--- src/sv/wal_pkg.sv ---
// Package for the weekday alarm table: request, response and table entry types,
// action and status codes, and table sizing constants.
// No dependencies.
package wal_pkg;

   localparam int TABLE_DEPTH = 12;
   localparam int IDX_W       = (TABLE_DEPTH > 1) ? $clog2(TABLE_DEPTH) : 1;
   localparam int CNT_W       = $clog2(TABLE_DEPTH + 1);
   localparam int ENTRIES_W   = 4;
   localparam int DAYS_W      = 7;

   localparam logic [4:0] MAX_HOUR   = 5'd23;
   localparam logic [5:0] MAX_MINUTE = 6'd59;

   typedef enum logic [1:0] {
      ACT_TICK   = 2'd0,
      ACT_ADD    = 2'd1,
      ACT_EDIT   = 2'd2,
      ACT_DELETE = 2'd3
   } action_type;

   typedef enum logic [2:0] {
      ST_OK        = 3'd0,
      ST_BAD_TIME  = 3'd1,
      ST_FULL      = 3'd2,
      ST_NOT_FOUND = 3'd3,
      ST_FIRED     = 3'd4,
      ST_NONE      = 3'd5
   } status_type;

   typedef struct packed {
      action_type          action;
      logic [4:0]          hour;
      logic [5:0]          minute;
      logic [5:0]          second;
      logic [2:0]          weekday;
      logic [15:0]         alarm_id;
      logic [1:0]          difficulty;
      logic                enabled;
      logic [DAYS_W-1:0]   day_mask;
   } req_type;

   typedef struct packed {
      status_type             status;
      logic [15:0]            fired_id;
      logic [1:0]             fired_difficulty;
      logic [ENTRIES_W-1:0]   entries_used;
      logic                   last;
   } rsp_type;

   typedef struct packed {
      logic [4:0]          hour;
      logic [5:0]          minute;
      logic [15:0]         id;
      logic [1:0]          diff;
      logic                en;
      logic [DAYS_W-1:0]   days;
   } entry_type;

endpackage

--- src/sv/wal_cell.sv ---
// One cell of the alarm ring: holds a single table entry and loads its
// neighbor's entry when the ring advances. Depends on wal_pkg.
module wal_cell (
   input  logic                clock,
   input  logic                shift_en,
   input  wal_pkg::entry_type  d_in,
   output wal_pkg::entry_type  q_out
);

   wal_pkg::entry_type entry_ff;

   always_ff @(posedge clock) begin
      if (shift_en) begin
         entry_ff <= d_in;
      end
   end

   assign q_out = entry_ff;

endmodule

--- src/sv/wal_ctrl.sv ---
// Scan controller for the alarm ring: sequences each request over one or two
// ring rotations, edits entries as they pass, and drives the response register.
// Depends on wal_pkg.
module wal_ctrl (
   input  logic                clock,
   input  logic                reset,
   input  logic                req_valid,
   output logic                req_ready,
   input  wal_pkg::req_type    req_data,
   output logic                rsp_valid,
   input  logic                rsp_ready,
   output wal_pkg::rsp_type    rsp_data,
   input  wal_pkg::entry_type  head,
   output wal_pkg::entry_type  feed,
   output logic                shift_en
);

   typedef enum logic [3:0] {
      S_IDLE = 4'b0001,
      S_SCAN = 4'b0010,
      S_MOVE = 4'b0100,
      S_DONE = 4'b1000
   } state_type;

   state_type                       state_ff, state_in;
   logic [wal_pkg::IDX_W-1:0]       step_ff, step_in;
   logic [wal_pkg::IDX_W-1:0]       idx_ff, idx_in;
   logic [wal_pkg::CNT_W-1:0]       count_ff, count_in;
   wal_pkg::req_type                req_ff, req_in;
   wal_pkg::entry_type              last_ff, last_in;
   logic                            found_ff, found_in;
   logic                            pend_valid_ff, pend_valid_in;
   logic [15:0]                     pend_id_ff, pend_id_in;
   logic [1:0]                      pend_diff_ff, pend_diff_in;
   logic                            rsp_valid_ff, rsp_valid_in;
   wal_pkg::rsp_type                rsp_ff, rsp_in;

   logic                            out_free;
   logic                            push;
   wal_pkg::rsp_type                push_data;
   logic                            valid_i;
   logic                            last_step;
   logic                            id_hit;
   logic [wal_pkg::DAYS_W:0]        days_ext;
   logic                            day_hit;
   logic                            time_ok;
   logic                            has_room;
   logic                            fire;
   logic                            stall;
   logic [wal_pkg::CNT_W-1:0]       step_cnt;
   wal_pkg::entry_type              new_entry;
   wal_pkg::entry_type              edited;

   assign req_ready = (state_ff == S_IDLE);
   assign rsp_valid = rsp_valid_ff;
   assign rsp_data  = rsp_ff;
   assign out_free  = !rsp_valid_ff || rsp_ready;

   assign step_cnt  = wal_pkg::CNT_W'(step_ff);
   assign valid_i   = step_cnt < count_ff;
   assign last_step = (step_ff == wal_pkg::IDX_W'(wal_pkg::TABLE_DEPTH - 1));
   assign id_hit    = (head.id == req_ff.alarm_id);
   assign days_ext  = {1'b0, head.days};
   assign day_hit   = days_ext[req_ff.weekday];
   assign time_ok   = (req_ff.hour <= wal_pkg::MAX_HOUR) &&
                      (req_ff.minute <= wal_pkg::MAX_MINUTE);
   assign has_room  = count_ff < wal_pkg::CNT_W'(wal_pkg::TABLE_DEPTH);
   assign fire      = (req_ff.action == wal_pkg::ACT_TICK) && (req_ff.second == 6'd0) &&
                      valid_i && head.en && (head.hour == req_ff.hour) &&
                      (head.minute == req_ff.minute) && day_hit;

   always_comb begin
      new_entry.hour   = req_ff.hour;
      new_entry.minute = req_ff.minute;
      new_entry.id     = req_ff.alarm_id;
      new_entry.diff   = req_ff.difficulty;
      new_entry.en     = req_ff.enabled;
      new_entry.days   = req_ff.day_mask;
      edited           = new_entry;
      edited.id        = head.id;
   end

   always_comb begin
      state_in      = state_ff;
      step_in       = step_ff;
      idx_in        = idx_ff;
      count_in      = count_ff;
      req_in        = req_ff;
      last_in       = last_ff;
      found_in      = found_ff;
      pend_valid_in = pend_valid_ff;
      pend_id_in    = pend_id_ff;
      pend_diff_in  = pend_diff_ff;
      feed          = head;
      shift_en      = 1'b0;
      stall         = 1'b0;
      push          = 1'b0;
      push_data.status           = wal_pkg::ST_OK;
      push_data.fired_id         = 16'd0;
      push_data.fired_difficulty = 2'd0;
      push_data.entries_used     = wal_pkg::ENTRIES_W'(count_ff);
      push_data.last             = 1'b0;

      unique case (state_ff)
         S_IDLE: begin
            if (req_valid) begin
               req_in        = req_data;
               step_in       = '0;
               found_in      = 1'b0;
               pend_valid_in = 1'b0;
               state_in      = S_SCAN;
            end
         end
         S_SCAN, S_MOVE: begin
            stall = fire && pend_valid_ff && !out_free;
            if (!stall) begin
               shift_en = 1'b1;
               step_in  = last_step ? '0 : step_ff + 1'b1;
               if (fire) begin
                  if (pend_valid_ff) begin
                     push                       = 1'b1;
                     push_data.status           = wal_pkg::ST_FIRED;
                     push_data.fired_id         = pend_id_ff;
                     push_data.fired_difficulty = pend_diff_ff;
                  end
                  pend_valid_in = 1'b1;
                  pend_id_in    = head.id;
                  pend_diff_in  = head.diff;
               end
               unique case (req_ff.action)
                  wal_pkg::ACT_TICK: begin
                  end
                  wal_pkg::ACT_ADD: begin
                     if (time_ok && has_room && (step_cnt == count_ff)) begin
                        feed = new_entry;
                     end
                  end
                  wal_pkg::ACT_EDIT: begin
                     if (valid_i && !found_ff && id_hit) begin
                        feed     = edited;
                        found_in = 1'b1;
                     end
                  end
                  wal_pkg::ACT_DELETE: begin
                     if (state_ff == S_SCAN) begin
                        if (valid_i && !found_ff && id_hit) begin
                           found_in = 1'b1;
                           idx_in   = step_ff;
                        end
                        if (valid_i && (step_cnt == count_ff - 1'b1)) begin
                           last_in = head;
                        end
                     end else if (step_ff == idx_ff) begin
                        feed = last_ff;
                     end
                  end
                  default: begin
                  end
               endcase
               if (last_step) begin
                  if ((state_ff == S_SCAN) && (req_ff.action == wal_pkg::ACT_DELETE) &&
                      found_in) begin
                     state_in = S_MOVE;
                  end else begin
                     state_in = S_DONE;
                  end
               end
            end
         end
         S_DONE: begin
            if (out_free) begin
               push           = 1'b1;
               push_data.last = 1'b1;
               state_in       = S_IDLE;
               unique case (req_ff.action)
                  wal_pkg::ACT_TICK: begin
                     if (pend_valid_ff) begin
                        push_data.status           = wal_pkg::ST_FIRED;
                        push_data.fired_id         = pend_id_ff;
                        push_data.fired_difficulty = pend_diff_ff;
                     end else begin
                        push_data.status = wal_pkg::ST_NONE;
                     end
                  end
                  wal_pkg::ACT_ADD: begin
                     if (!time_ok) begin
                        push_data.status = wal_pkg::ST_BAD_TIME;
                     end else if (!has_room) begin
                        push_data.status = wal_pkg::ST_FULL;
                     end else begin
                        count_in = count_ff + 1'b1;
                     end
                  end
                  wal_pkg::ACT_EDIT: begin
                     if (!found_ff) begin
                        push_data.status = wal_pkg::ST_NOT_FOUND;
                     end
                  end
                  wal_pkg::ACT_DELETE: begin
                     if (found_ff) begin
                        count_in = count_ff - 1'b1;
                     end else begin
                        push_data.status = wal_pkg::ST_NOT_FOUND;
                     end
                  end
                  default: begin
                  end
               endcase
               push_data.entries_used = wal_pkg::ENTRIES_W'(count_in);
            end
         end
         default: begin
            state_in = S_IDLE;
         end
      endcase
   end

   always_comb begin
      rsp_valid_in = rsp_valid_ff;
      rsp_in       = rsp_ff;
      if (push) begin
         rsp_valid_in = 1'b1;
         rsp_in       = push_data;
      end else if (rsp_ready) begin
         rsp_valid_in = 1'b0;
      end
   end

   always_ff @(posedge clock) begin
      if (reset) begin
         state_ff     <= S_IDLE;
         count_ff     <= '0;
         rsp_valid_ff <= 1'b0;
      end else begin
         state_ff     <= state_in;
         count_ff     <= count_in;
         rsp_valid_ff <= rsp_valid_in;
      end
   end

   always_ff @(posedge clock) begin
      step_ff       <= step_in;
      idx_ff        <= idx_in;
      req_ff        <= req_in;
      last_ff       <= last_in;
      found_ff      <= found_in;
      pend_valid_ff <= pend_valid_in;
      pend_id_ff    <= pend_id_in;
      pend_diff_ff  <= pend_diff_in;
      rsp_ff        <= rsp_in;
   end

endmodule

--- src/sv/weekday_alarm_table_matcher.sv ---
// Weekday alarm table: a ring of TABLE_DEPTH entry cells that rotates one entry
// per cycle, unless paused as below, past a single compare and edit point in the
// scan controller. Every request takes one full rotation and then a response
// state before the next accept; a delete that finds its id takes a second
// rotation to move the last entry into the freed slot.
// A tick that fires several alarms pauses the rotation while a response waits.
// A new request is taken while the final response of the previous one is still
// waiting. Depends on wal_pkg, wal_cell and wal_ctrl.
module weekday_alarm_table_matcher (
   input  logic              clock,
   input  logic              reset,
   input  logic              req_valid,
   output logic              req_ready,
   input  wal_pkg::req_type  req_data,
   output logic              rsp_valid,
   input  logic              rsp_ready,
   output wal_pkg::rsp_type  rsp_data
);

   wal_pkg::entry_type  cell_q [wal_pkg::TABLE_DEPTH];
   wal_pkg::entry_type  feed;
   logic                shift_en;

   for (genvar i = 0; i < wal_pkg::TABLE_DEPTH; i++) begin : g_cell
      wal_pkg::entry_type cell_d;
      if (i == wal_pkg::TABLE_DEPTH - 1) begin : g_tail
         assign cell_d = feed;
      end else begin : g_mid
         assign cell_d = cell_q[i + 1];
      end
      wal_cell u_cell (
         .clock    (clock),
         .shift_en (shift_en),
         .d_in     (cell_d),
         .q_out    (cell_q[i])
      );
   end

   wal_ctrl u_ctrl (
      .clock     (clock),
      .reset     (reset),
      .req_valid (req_valid),
      .req_ready (req_ready),
      .req_data  (req_data),
      .rsp_valid (rsp_valid),
      .rsp_ready (rsp_ready),
      .rsp_data  (rsp_data),
      .head      (cell_q[0]),
      .feed      (feed),
      .shift_en  (shift_en)
   );

endmodule

--- config.mk ---
export PLATFORM = sky130hd
export DESIGN_NAME = weekday_alarm_table_matcher
export DESIGN_NICKNAME = d
export VERILOG_FILES = /design/src/sv/wal_pkg.sv /design/src/sv/wal_cell.sv /design/src/sv/wal_ctrl.sv /design/src/sv/weekday_alarm_table_matcher.sv
export SDC_FILE = /design/constraint.sdc
export NUM_CORES = 1
export LEC_CHECK = 0
export ABC_CLOCK_PERIOD_IN_PS = 8400
export BUFFER_PORTS_ARGS = -buffer_cell sky130_fd_sc_hd__buf_4
export CAP_MARGIN = 20
export CORE_MARGIN = 3
export CORE_UTILIZATION = 60
export DETAILED_ROUTE_END_ITERATION = 10
export GPL_TIMING_DRIVEN = 1
export PLACE_DENSITY_LB_ADDON = 0.25
export SYNTH_ARGS = -nofsm -noshare
export SYNTH_HDL_FRONTEND = slang
export SYNTH_SLANG_ARGS = --single-unit
--- constraint.sdc ---
create_clock -name clock -period 8.4 [get_ports clock]
set_clock_uncertainty 0.05 [all_clocks]
set_input_delay 0.84 -clock clock [delete_from_list [all_inputs] [get_ports clock]]
set_output_delay 0.84 -clock clock [all_outputs]
set_load 0.05 [all_outputs]
=== Yosys cells after proc, flatten, opt, wreduce, memory -nomap -nowiden ===
Index checks and enable logic that the tools add are counted.

* Add/sub/neg operators: 3
* Order comparisons: 5
* Equality and inequality tests: 19
* Muxes and demuxes: 56
* Bitwise operators: 1
* Reductions and logical operators: 34

{| class="wikitable"
|+ Operator list
! kind !! count
|-
| 37-bit two-way mux || 6
|-
| 37-bit case mux with 3 select lines || 1
|-
| 21-bit two-way mux || 3
|-
| 4-bit two-way mux || 11
|-
| 21-bit case mux with 2 select lines || 1
|-
| 18-bit two-way mux || 2
|-
| 26-bit two-way mux || 1
|-
| 1-bit two-way mux || 18
|-
| 16-bit == test || 1
|-
| 1-bit logical AND || 16
|-
| 4-bit case mux with 2 select lines || 2
|-
| 4-bit == test || 3
|-
| 4-bit case mux with 3 select lines || 1
|-
| 5-bit AND reduction || 2
|-
| 3-bit case mux with 3 select lines || 1
|-
| 4-bit by 1-bit adder with 4-bit output, second input constant || 2
|-
| 4-bit == test, second input constant || 2
|-
| 1-bit case mux with 2 select lines || 4
|-
| 4-bit AND reduction || 2
|-
| 6-bit == test || 1
|-
| 6-bit <= comparator, second input constant || 1
|-
| 6-bit zero test || 1
|-
| 2-bit by 1-bit != test with 1-bit output, second input constant || 3
|-
| 3-bit AND reduction || 2
|-
| other kinds (23) || 31
|}

* Flip-flop bits (word level): 592
* Input bits: 52
* Output and inout port bits: 28

=== Logic depth before layout (Yosys ltp) ===
Gate-level depths: netlist of run 1.

* Depth after elaboration: 16
* Gate-level depth with buffers: 9
* Mapped depth without buffers: 8

=== Cells and area by module ===
Synthesis of run 1 repeated with hierarchy kept, for this count alone.

* Cell total of the unflattened synthesis: 967
* Area, all modules: 19,961.6 µm²

{| class="wikitable"
|+ By module, submodules not included
! module !! times used !! cells each !! area an instance (µm²) !! sequential area each (µm²)
|-
| wal_cell || 12 || 37 || 1,111.1 || 1,111.1
|-
| wal_ctrl || 1 || 523 || 6,628.9 || 4,354.2
|}

=== Least setup slack after synthesis of run 1 ===
No wires, ideal clock.

* Kind: reg-to-reg
* From: reg u_ctrl.step_ff (netlist bit u_ctrl.step_cnt[3])
* To: reg g_cell[0].u_cell.entry_ff (netlist bit g_cell[0].u_cell.q_out[0]), enable pin
* Setup time: 0.596 ns
* Data arrival time: 6.118 ns
* Required time: 7.754 ns
* Slack: 1.636 ns
* Cell stages (with the launch flop): 8
* Path buffers: 0
* Cell sequence: edfxtp_1 ha_1 nand2_1 o21bai_1 nand4_1 or4b_4 o21ai_2 inv_2

* Cells in the longest elaborated chain, start to end: 10

{| class="wikitable"
|+ Ends and longest elaborated chain
! item !! line !! RTL
|-
| start: declaration || wal_ctrl.sv:26 || <nowiki>logic [wal_pkg::IDX_W-1:0] step_ff, step_in;</nowiki>
|-
| start signal: assignment || wal_ctrl.sv:242 || <nowiki>step_ff <= step_in;</nowiki>
|-
| 4-bit less-than comparator || wal_ctrl.sv:60 || <nowiki>assign valid_i = step_cnt < count_ff;</nowiki>
|-
| 1-bit logical AND || wal_ctrl.sv:68 || <nowiki>assign fire = (req_ff.action == wal_pkg::ACT_TICK) && (req_ff.second == 6'd0) &&</nowiki>
|-
| 1-bit logical AND (3 in a row) || wal_ctrl.sv:69 || <nowiki>valid_i && head.en && (head.hour == req_ff.hour) &&</nowiki>
|-
| 1-bit logical AND || wal_ctrl.sv:70 || <nowiki>(head.minute == req_ff.minute) && day_hit;</nowiki>
|-
| 1-bit logical AND (2 in a row) || wal_ctrl.sv:115 || <nowiki>stall = fire && pend_valid_ff && !out_free;</nowiki>
|-
| 1-bit two-way mux || wal_ctrl.sv:116 || <nowiki>if (!stall) begin</nowiki>
|-
| 1-bit two-way mux || wal_ctrl.sv:104 || <nowiki>unique case (state_ff)</nowiki>
|-
| named net g_cell[0].u_cell.shift_en || wal_cell.sv:5 || <nowiki>input logic shift_en,</nowiki>
|-
| end signal: assignment || wal_cell.sv:14 || <nowiki>entry_ff <= d_in;</nowiki>
|-
| end: declaration || wal_cell.sv:10 || <nowiki>wal_pkg::entry_type entry_ff;</nowiki>
|}

The timed path passes the listed nets, and every way through them passes these cells.
A chain may end at the register's enable or synchronous reset.

=== Worst setup path after layout of run 1 ===
* From: reg u_ctrl.step_ff (netlist bit u_ctrl.step_cnt[3])
* To: reg g_cell[11].u_cell.entry_ff (netlist bit g_cell[11].u_cell.q_out[32]), enable pin

* Cells in the longest elaborated chain, start to end: 10

{| class="wikitable"
|+ Ends and longest elaborated chain
! item !! line
|-
| 4-bit less-than comparator || wal_ctrl.sv:60
|-
| 1-bit logical AND || wal_ctrl.sv:68
|-
| 1-bit logical AND (3 in a row) || wal_ctrl.sv:69
|-
| 1-bit logical AND || wal_ctrl.sv:70
|-
| 1-bit logical AND (2 in a row) || wal_ctrl.sv:115
|-
| 1-bit two-way mux || wal_ctrl.sv:116
|-
| 1-bit two-way mux || wal_ctrl.sv:104
|-
| named net g_cell[0].u_cell.shift_en || wal_cell.sv:5
|-
| end signal: assignment || wal_cell.sv:14
|-
| end: declaration || wal_cell.sv:10
|}

The timed path passes the listed nets, and every way through them passes these cells.

==> results of run 1 <==
-- report_power, final --
group | total (mW) | internal [mW] | leakage (nW) | switching (mW)
Clock | 2.30 | 1.31 | 0.824 | 0.994
Sequential | 3.41 | 3.36 | 5.33 | 0.0545
Combinational | 0.180 | 0.0561 | 1.07 | 0.124
Total | 5.90 | 4.72 | 7.23 | 1.17
-- metal layers --
layer	track usage	vias to the layer above
li1	-	3867
met1	0.290	4278
met2	0.257	248
met3	0.0376	41
met4	0.0511	0
met5	0	-
-- cell type report --
class | instances | area [um^2]
flip-flops and latches | 592 | 17700
well taps | 435 | 544
clock buffers | 79 | 1510
clock inverters | 22 | 174
multi-input cells | 276 | 2050
repair buffers | 90 | 703
fillers | 1931 | 9330
inverters | 13 | 56.3
-- worst paths after layout --
path	slack (ns)	end	from
max	4.36	g_cell[11].u_cell.q_out[32]$_DFFE_PP_	u_ctrl.step_cnt[3]$_SDFFCE_PP0P_
max reg2reg	4.36	g_cell[11].u_cell.q_out[32]$_DFFE_PP_	u_ctrl.step_cnt[3]$_SDFFCE_PP0P_
min reg2reg	0.36	g_cell[4].u_cell.q_out[17]$_DFFE_PP_	g_cell[5].u_cell.q_out[17]$_DFFE_PP_
min	0.36	g_cell[4].u_cell.q_out[17]$_DFFE_PP_	g_cell[5].u_cell.q_out[17]$_DFFE_PP_
-- cells by family (layout without fill, tap and decap cells) --
kind of cell               count (synthesis)  after routing  synth area share
muxes                                      4              4           0.00271
AOI/OAI and AO/OA                        116            116            0.0458
xor gates and xnor gates                  40             40            0.0177
buffers and inverters                     33            204           0.00644
DFF                                      592            592             0.892
adders and majority gates                  7              7           0.00442
and+or+nand+nor                          109            109            0.0306
-- cells in the final DEF, fill, tap and decap left out, types with 5 or more instances in the layout --
cell type / count
ha_1: 7
clkinv_2: 9
xnor2_1: 9
and2_1: 24
o2bb2ai_1: 38
clkinv_1: 8
clkbuf_16: 55
nand2b_1: 5
a21oi_1: 7
a22oi_1: 39
nor3_1: 7
nor2_1: 20
nor4_1: 6
clkbuf_1: 20
edfxtp_1: 583
inv_1: 7
buf_4: 87
nand3_1: 8
dfxtp_1: 9
nand4_1: 5
nand2_1: 15
xor2_1: 31
-- critical path, stage by stage, from the launching register on --
cell,delay [ns]
edfxtp_1,0.52
ha_1,0.37
nand2_1,0.13
o21bai_1,0.18
nand4_1,0.18
or4b_4,0.60
o21ai_2,0.46
inv_8,0.42
buf_4,0.61
-- state kept, by name, indices dropped and copies added (netlist names), 2 cells and up --
register	count
g_cell.u_cell.q_out	444
u_ctrl.last_ff	37
u_ctrl.rsp_data	26
u_ctrl.edited	21
u_ctrl.new_entry	16
u_ctrl.pend_id_ff	16
u_ctrl.req_ff	11
u_ctrl.count_ff	4
u_ctrl.idx_ff	4
u_ctrl.state_ff	4
u_ctrl.step_cnt	4
u_ctrl.pend_diff_ff	2
-- metrics by stage --
stage          area, um^2  setup slack (ns)  power [mW]   util
6_report            22700              4.36        5.90  0.709
5_1_grt             22700              4.12        6.10  0.709
4_1_cts             22700              4.42        5.95  0.708
3_5_place_dp        21000              4.41        3.66  0.656
3_3_place_gp        21000              4.51        3.65  0.656
2_1_floorplan       19800              1.64        3.59      -
==> out/metrics.cfg, run 1 <==
[hold_path]
min_path_cells = 0
hp-class = reg -> reg

[global_routing]
grt_max_degree = 216
grt_antenna_before_repair = 0
grt_pass1_vias = 8315
grt.total_usage = 0.180
grt_overflow = 0
grt_pass1_wl_um = 48500

[placed_design]
placed_cells = 1405
portBuffers = 79
gp_congestion = 0.864
dp_hpwl_um = 18100

[logic_synthesis]
synth_top_area_frac = 0.883
synth_top_cell_by_area = edfxtp_1
ys_types = 57
netlist_instances = 901
ys.flop_type = edfxtp_1
synth_area_per_cell_um2 = 22.0
synth_warnings = 0
synth_most_common_cell = edfxtp_1
syn-cell-area_um2 = 19800
synth_edf_count = 583
netlist_top_cells_area = edfxtp_1 (88%), o2bb2ai_1 (1.7%), a22oi_1 (1.5%)
synth_nets = 960
async_flop_share = 0
synth_common_cells = edfxtp_1 (583), a22oi_1 (39), o2bb2ai_1 (38), xor2_1 (31), and2_1 (24)
seq_area_frac_synth = 0.892
ys_seq_elements = 592

[critical_path]
worstSetupEndpointType = register
cp.arrival_ns = 4.17
crit_type = reg -> reg
cp.required_ns = 8.54
r2r_cells = 8
crit_path_start_kind = register
cp_max_fo = 147

[route]
drtPass1Iterations = 5
drc = 0
num_vias = 8434
dr.max_layer_used = met4
wl_met3_um = 1790
met2_length_um = 14100
drt-met1-wl_um = 14800
vias_per_cell = 5.60
routedWlPerCell_um = 20.7
antenna_left = 0
wl_um = 31200
drt_iter0_markers = 908

[flow_run]
timing.max_cap.violations = 0

[cts]
holdBufCountCts = 0
clock-sinks = 592
cts.repair.resized = 0
cts_made_buffers = 54
clkLatencyLatePin_ns = 0.57
post-cts-setup-buffer-count = 0
cts-root-buf = clkbuf_16
clockBufferDepth = 3
h-tree-depth = 2
tritoncts = yes
clk_pin_slew_ns = 0.06

[run_status]
outcome = finished clean

[die]
die_height_um = 188
design.core.area_um2 = 32000
initial_core_util = 0.619
io_pins = 80
num_rows = 65
dieArea_um2 = 35300
die_x_um = 188

[cells_and_area]
fin_cells = 1507
n_antenna_cell = 0
drive_gt1_frac = 0.174
nets = 1086
area_growth_pct = 14.6

[power_and_ir_drop]
power_leakage_nw = 7.23
power_density_nw_per_um2 = 260
ir_drop_uv = 212

[timing]
fmax_mhz = 248
tightest_slew_ns = 1.10
grt_setup_unrepaired = no
min_period_over_period = 0.480
worst_hold_slack_ns = 0.361
min_period_ns = 4.04
slew_viol_final = 0
slew_headroom = 0.265
finalSetupTns_ns = 0
finalHoldViolations = 0
report.final.setup_viol = 0

No activity file was read; power rests on OpenSTA's default activity.
==> run 2, diff against run 1 <==
- ABC_AREA: default -> 1
- ABC_CLOCK_PERIOD_IN_PS: 8400 -> 3500
- CORE_UTILIZATION: 60 -> 55
- clock period: 8.4 -> 3.5 ns (I/O delays scaled with it)
==> run 2 against run 1 <==
Against the previous run: largest power group unchanged; largest cell class unchanged; critical endpoint is now g_cell[4].u_cell.q_out[17]$_DFFE_PP_; hold slack got worse by 0.22 ns; flip-flop and latch count unchanged; clock-buffer cell count decreased by 11; global-route usage increased by 0.70 points; combinational power increased to 13 times the previous value.
==> out/metrics.cfg, run 2 <==
[run_status]
outcome = finished clean

[global_routing]
grt.total_usage = 0.188
grt_max_degree = 159
grt_pass1_vias = 10800
grt_antenna_before_repair = 1
grt_overflow = 0
grt_pass1_wl_um = 59800

[cells_and_area]
multi_input_area_um2 = 3020
nFillCells = 2700
drive_gt1_frac = 0.131
final_common_cell = edfxtp_1
final_cell_mix = edfxtp_1 (583), nand2_1 (178), inv_1 (120)
area_growth_pct = 16.3
n_antenna_cell = 0
nets = 1588
fin_cells = 2085
final-seq-area_um2 = 17700
largest_reg_flops = 444

[cts]
clkLatencyLatePin_ns = 0.61
clock-sinks = 592
clockBufferDepth = 3
cts-root-buf = clkbuf_16
h-tree-depth = 2
clk_pin_slew_ns = 0.06
tritoncts = yes
cts_made_buffers = 56

[critical_path]
cp.required_ns = 3.68
worstSetupEndpointType = register
r2r_start = u_ctrl.step_cnt[1]$_SDFFCE_PP0P_
path_common_cell = nand2_1
r2r_cells = 13
crit_chain = ha_1, inv_1, o21bai_1, nand2_1, nand2_1, nor2_1, nand2_1, nor2_2, nand3_1, nand2_1, clkinv_16, buf_4, buf_4
worst_path_max_delay_cell = buf_4
cp.arrival_ns = 3.29
worstReg2RegEnd = g_cell[4].u_cell.q_out[17]$_DFFE_PP_
rrSetupSlack_ns = 0.38
crit_type = reg -> reg
cp_max_fo = 44
cp_slowest_stage_delay_ns = 0.51
crit_path_start_kind = register

[logic_synthesis]
netlist_top_cells_area = edfxtp_1 (82%), nand2_1 (3.1%), o21ai_0 (2.3%)
ys_seq_elements = 592
ys.flop_type = edfxtp_1
synth_edf_count = 583
synth_area_per_cell_um2 = 15.7
async_flop_share = 0
seq_area_frac_synth = 0.828
synth_top_area_frac = 0.819
synth_most_common_cell = edfxtp_1
syn-cell-area_um2 = 21400
synth_common_cells = edfxtp_1 (583), nand2_1 (179), inv_1 (121), nor2_1 (121), o21ai_0 (100)
synth_nets = 1423
netlist_instances = 1364
synth_top_cell_by_area = edfxtp_1
synth_warnings = 0
ys_types = 33

[flow_run]
timing.max_cap.violations = 0

[timing]
min_period_over_period = 0.891
min_period_ns = 3.12
slew_headroom = 0.424
slew_viol_final = 0
finalHoldViolations = 0
grt_setup_unrepaired = no
report.final.setup_viol = 0
finalSetupTns_ns = 0
tightest_slew_ns = 0.863
fmax_mhz = 321

[die]
initial_core_util = 0.562
num_rows = 71
die_x_um = 203
die_height_um = 203
dieArea_um2 = 41300
design.core.area_um2 = 38000
io_pins = 80

[power_and_ir_drop]
p_total_mw = 18.0
power_leakage_nw = 8.87
power_density_nw_per_um2 = 723
ir_drop_uv = 462

[placed_design]
placed_cells = 1933
dp_hpwl_um = 21700
portBuffers = 79
gp_congestion = 0.896

[route]
drc = 0
vias_per_cell = 5.38
wl_um = 37600
num_vias = 11200
drtPass1Iterations = 5
drt_iter0_markers = 1234
antenna_left = 0
routedWlPerCell_um = 18.1

[hold_path]
min_path_cells = 4
hp-class = in -> reg
min_from = rsp_ready
hold_end = u_ctrl.rsp_valid$_SDFFE_PP0P_

run 2: worst max path at each step:
stage / from / end / slack, ns / cells after the start
floorplan: u_ctrl.step_cnt[1]$_SDFFCE_PP0P_ / u_ctrl.pend_diff_ff[0]$_DFFE_PP_ / 0.03 / 13
global placement: u_ctrl.step_cnt[1]$_SDFFCE_PP0P_ / g_cell[11].u_cell.q_out[17]$_DFFE_PP_ / 0.39 / 13
detailed placement: u_ctrl.step_cnt[1]$_SDFFCE_PP0P_ / g_cell[4].u_cell.q_out[17]$_DFFE_PP_ / 0.35 / 13
CTS: u_ctrl.step_cnt[1]$_SDFFCE_PP0P_ / g_cell[2].u_cell.q_out[23]$_DFFE_PP_ / 0.35 / 13
global route: u_ctrl.step_cnt[1]$_SDFFCE_PP0P_ / g_cell[5].u_cell.q_out[19]$_DFFE_PP_ / 0.11 / 13
finish: u_ctrl.step_cnt[1]$_SDFFCE_PP0P_ / g_cell[4].u_cell.q_out[17]$_DFFE_PP_ / 0.38 / 13
run 2: metrics by stage:
stage                     utilization  cell area, um^2  hold slack (ns)  setup WS [ns]
after global routing            0.653            24800            0.159          0.113
after global placement          0.595            22600            0.350          0.386
after CTS                       0.653            24800            0.102          0.350
final                           0.653            24800            0.146          0.383
after detailed placement        0.595            22600            0.355          0.353
after floorplan                     -            21400            0.350         0.0289
run 2: layout make-up:
class                   count  area share
repair buffers            147      0.0519
inverters                 122      0.0196
flip-flops and latches    592       0.712
multi-input cells         610       0.122
well taps                 511      0.0257
clock inverters            35      0.0101
clock buffers              68      0.0591
run 2: critical path, delay by kind of cell, from the launching register on:
| family | cells | cell delay, ns |
|---|---|---|
| AO/OA/AOI/OAI | 1 | 0.11 |
| flip-flops | 1 | 0.50 |
| buffers and inverters | 4 | 0.99 |
| adder cells (fa/ha/maj) | 1 | 0.34 |
| AND/OR/NAND/NOR | 7 | 0.72 |
run 2: metal layers:
metal | track usage | vias to the layer above | part of all wire
met5 | 0 | - | 0.00035
met4 | 0.0725 | 2 | 0.030
met3 | 0.0462 | 78 | 0.092
met2 | 0.260 | 467 | 0.43
met1 | 0.291 | 5398 | 0.45
li1 | - | 5264 | -
run 2: power breakdown:
part / switching, mW / internal (mW) / total [mW]
logic: 1.76 / 0.664 / 2.43
clock network: 2.47 / 3.20 / 5.67
registers: 0.505 / 9.35 / 9.86
run 2: timing repair:
action / CTS / global route
hold endpoints to repair: 53 / 0
hold buffers: 49 / 0
setup buffers: 0 / 0
resized for setup: 0 / 0
run 2: kinds of logic (layout without fill, tap and decap cells):
| family | Yosys count | in the layout | synth area share |
|---|---|---|---|
| AO/OA/AOI/OAI | 220 | 220 | 0.0601 |
| buffers and inverters | 162 | 372 | 0.0321 |
| AND/OR/NAND/NOR | 370 | 370 | 0.0707 |
| XOR/XNOR | 13 | 13 | 0.00533 |
| flip-flops | 592 | 592 | 0.828 |
| adder cells (fa/ha/maj) | 7 | 7 | 0.00410 |
==> run 3, diff against run 2 <==
- CORE_UTILIZATION: 55 -> 40
- REMOVE_ABC_BUFFERS: default -> 1
==> run 3 against run 2 <==
Against the previous run: cell area up 1.9%; sequential power about the same; clock power up 11%; critical path depth down 1; final cell count up 8.8%; first-iteration DRC count down 20%; non-clock buffer count up 2; total power up 3.7%; global-route usage down 4.0 points; critical path type unchanged; via count up 0.70%; combinational power about the same; die area up 36%.
==> out/metrics.cfg, run 3 (synthesized netlist as in run 2, its figures left out) <==
[run_status]
outcome = finished clean

[flow_run]
timing.max_cap.violations = 0

[critical_path]
critPathTopFamily = buffers and inverters
crit_chain = ha_1, inv_1, o21bai_1, nand2_1, nand2_1, nor2_1, nand2_1, nor2_2, nand3_1, nand2_1, inv_8, buf_12
r2r_start = u_ctrl.step_cnt[1]$_SDFFCE_PP0P_
worst_path_max_delay_cell = edfxtp_1
crit_path_start = u_ctrl.step_cnt[1]$_SDFFCE_PP0P_
crit_type = reg -> reg
cp.required_ns = 3.67
worstSetupEndpointType = register
crit_path_start_kind = register
path_common_cell = nand2_1
cp.arrival_ns = 3.19
cp_slowest_stage_delay_ns = 0.49
cp_max_fo = 144
cp.buffers_inverters = 3

[cts]
clock-sinks = 592
clkLatencyLatePin_ns = 0.62
cts_made_buffers = 57
cts.repair.resized = 0
clk_pin_slew_ns = 0.06
holdBufCountCts = 49
clockBufferDepth = 3
tritoncts = yes
h-tree-depth = 2
cts-root-buf = clkbuf_16
post-cts-setup-buffer-count = 0

[route]
drt_iter0_markers = 993
drc = 0
wl_um = 40900
drtPass1Iterations = 5
vias_per_cell = 4.98
antenna_left = 0
num_vias = 11300
routedWlPerCell_um = 18.0

[timing]
min_period_ns = 3.02
finalHoldViolations = 0
min_period_over_period = 0.862
fmax_mhz = 331
grt_setup_unrepaired = no
report.final.setup_viol = 0
tightest_slew_ns = 0.876
slew_viol_final = 0
slew_headroom = 0.414

[global_routing]
grt_pass1_vias = 11100
grt_pass1_wl_um = 64100
grt_max_degree = 145
grt.total_usage = 0.147
grt_overflow = 0
grt_antenna_before_repair = 0

[power_and_ir_drop]
power_leakage_nw = 8.99
p_total_mw = 18.6
ir_drop_uv = 465
power_density_nw_per_um2 = 735

[hold_path]
hp-class = in -> reg
min_from = req_valid

[cells_and_area]
final_cell_mix = edfxtp_1 (583), nand2_1 (178), inv_1 (121)
n_antenna_cell = 0
finalInstanceArea_um2 = 25300
largest_reg_flops = 444
final_common_cell = edfxtp_1
nets = 1591
area_growth_pct = 18.4
drive_gt1_frac = 0.138

[die]
design.core.area_um2 = 52800
dieArea_um2 = 56200
num_rows = 84
io_pins = 80
die_x_um = 237
initial_core_util = 0.405
die_height_um = 237

[placed_design]
portBuffers = 79
place_area_um2 = 22900
gp_congestion = 0.801
dp_hpwl_um = 23900

-- run 3: stage by stage --
| stage | utilization | setup TNS, ns | cells | hold slack (ns) | worst slack [ns] |
|---|---|---|---|---|---|
| after global routing | 0.480 | 0 | 2268 | 0.206 | 0.260 |
| after floorplan | - | -1750.24 | 1324 | 0.350 | -5.33 |
| after CTS | 0.480 | 0 | 2268 | 0.153 | 0.524 |
| after detailed placement | 0.434 | 0 | 2112 | 0.355 | 0.521 |
| final | 0.480 | 0 | 2268 | 0.164 | 0.483 |
| after global placement | 0.434 | 0 | 2112 | 0.351 | 0.561 |
-- run 3: layout make-up --
class / instances / area [um^2]
fillers: 4500 / 27400
flip-flops and latches: 592 / 17700
multi-input cells: 610 / 3030
clock buffers: 62 / 1450
repair buffers: 149 / 1330
well taps: 688 / 861
clock inverters: 45 / 498
inverters: 122 / 465
-- run 3: report_power, final --
part	switching [mW]	leakage, nW	internal (mW)
logic	1.78	2.66	0.681
clock network	2.64	0.945	3.67
registers	0.503	5.39	9.35
-- run 3: final timing paths --
check                                                       endpoint  cells after the start  slack, ns
worst max-delay path             g_cell[9].u_cell.q_out[2]$_DFFE_PP_                     12       0.48
worst min-delay path                 u_ctrl.state_ff[0]$_SDFFE_PP1P_                      4       0.16
worst max register to register   g_cell[9].u_cell.q_out[2]$_DFFE_PP_                     12       0.48
worst min register to register  g_cell[2].u_cell.q_out[25]$_DFFE_PP_                      0       0.35
-- run 3: worst register-to-register path, delay by kind of cell (launching register included) --
family / cells / cell delay (ns)
AND/OR/NAND/NOR: 7 / 0.62
flip-flops: 1 / 0.49
AO/OA/AOI/OAI: 1 / 0.11
buffers and inverters: 3 / 0.76
adder cells (fa/ha/maj): 1 / 0.35
-- run 3: routing by layer --
| metal | part of all wire | GRT usage | up-vias | wire length (um) |
|---|---|---|---|---|
| met5 | 0 | 0 | - | 0 |
| met4 | 0.025 | 0.0529 | 0 | 1030 |
| met3 | 0.053 | 0.0303 | 75 | 2170 |
| met2 | 0.44 | 0.215 | 315 | 18000 |
| met1 | 0.48 | 0.221 | 5622 | 19700 |
| li1 | - | - | 5276 | - |
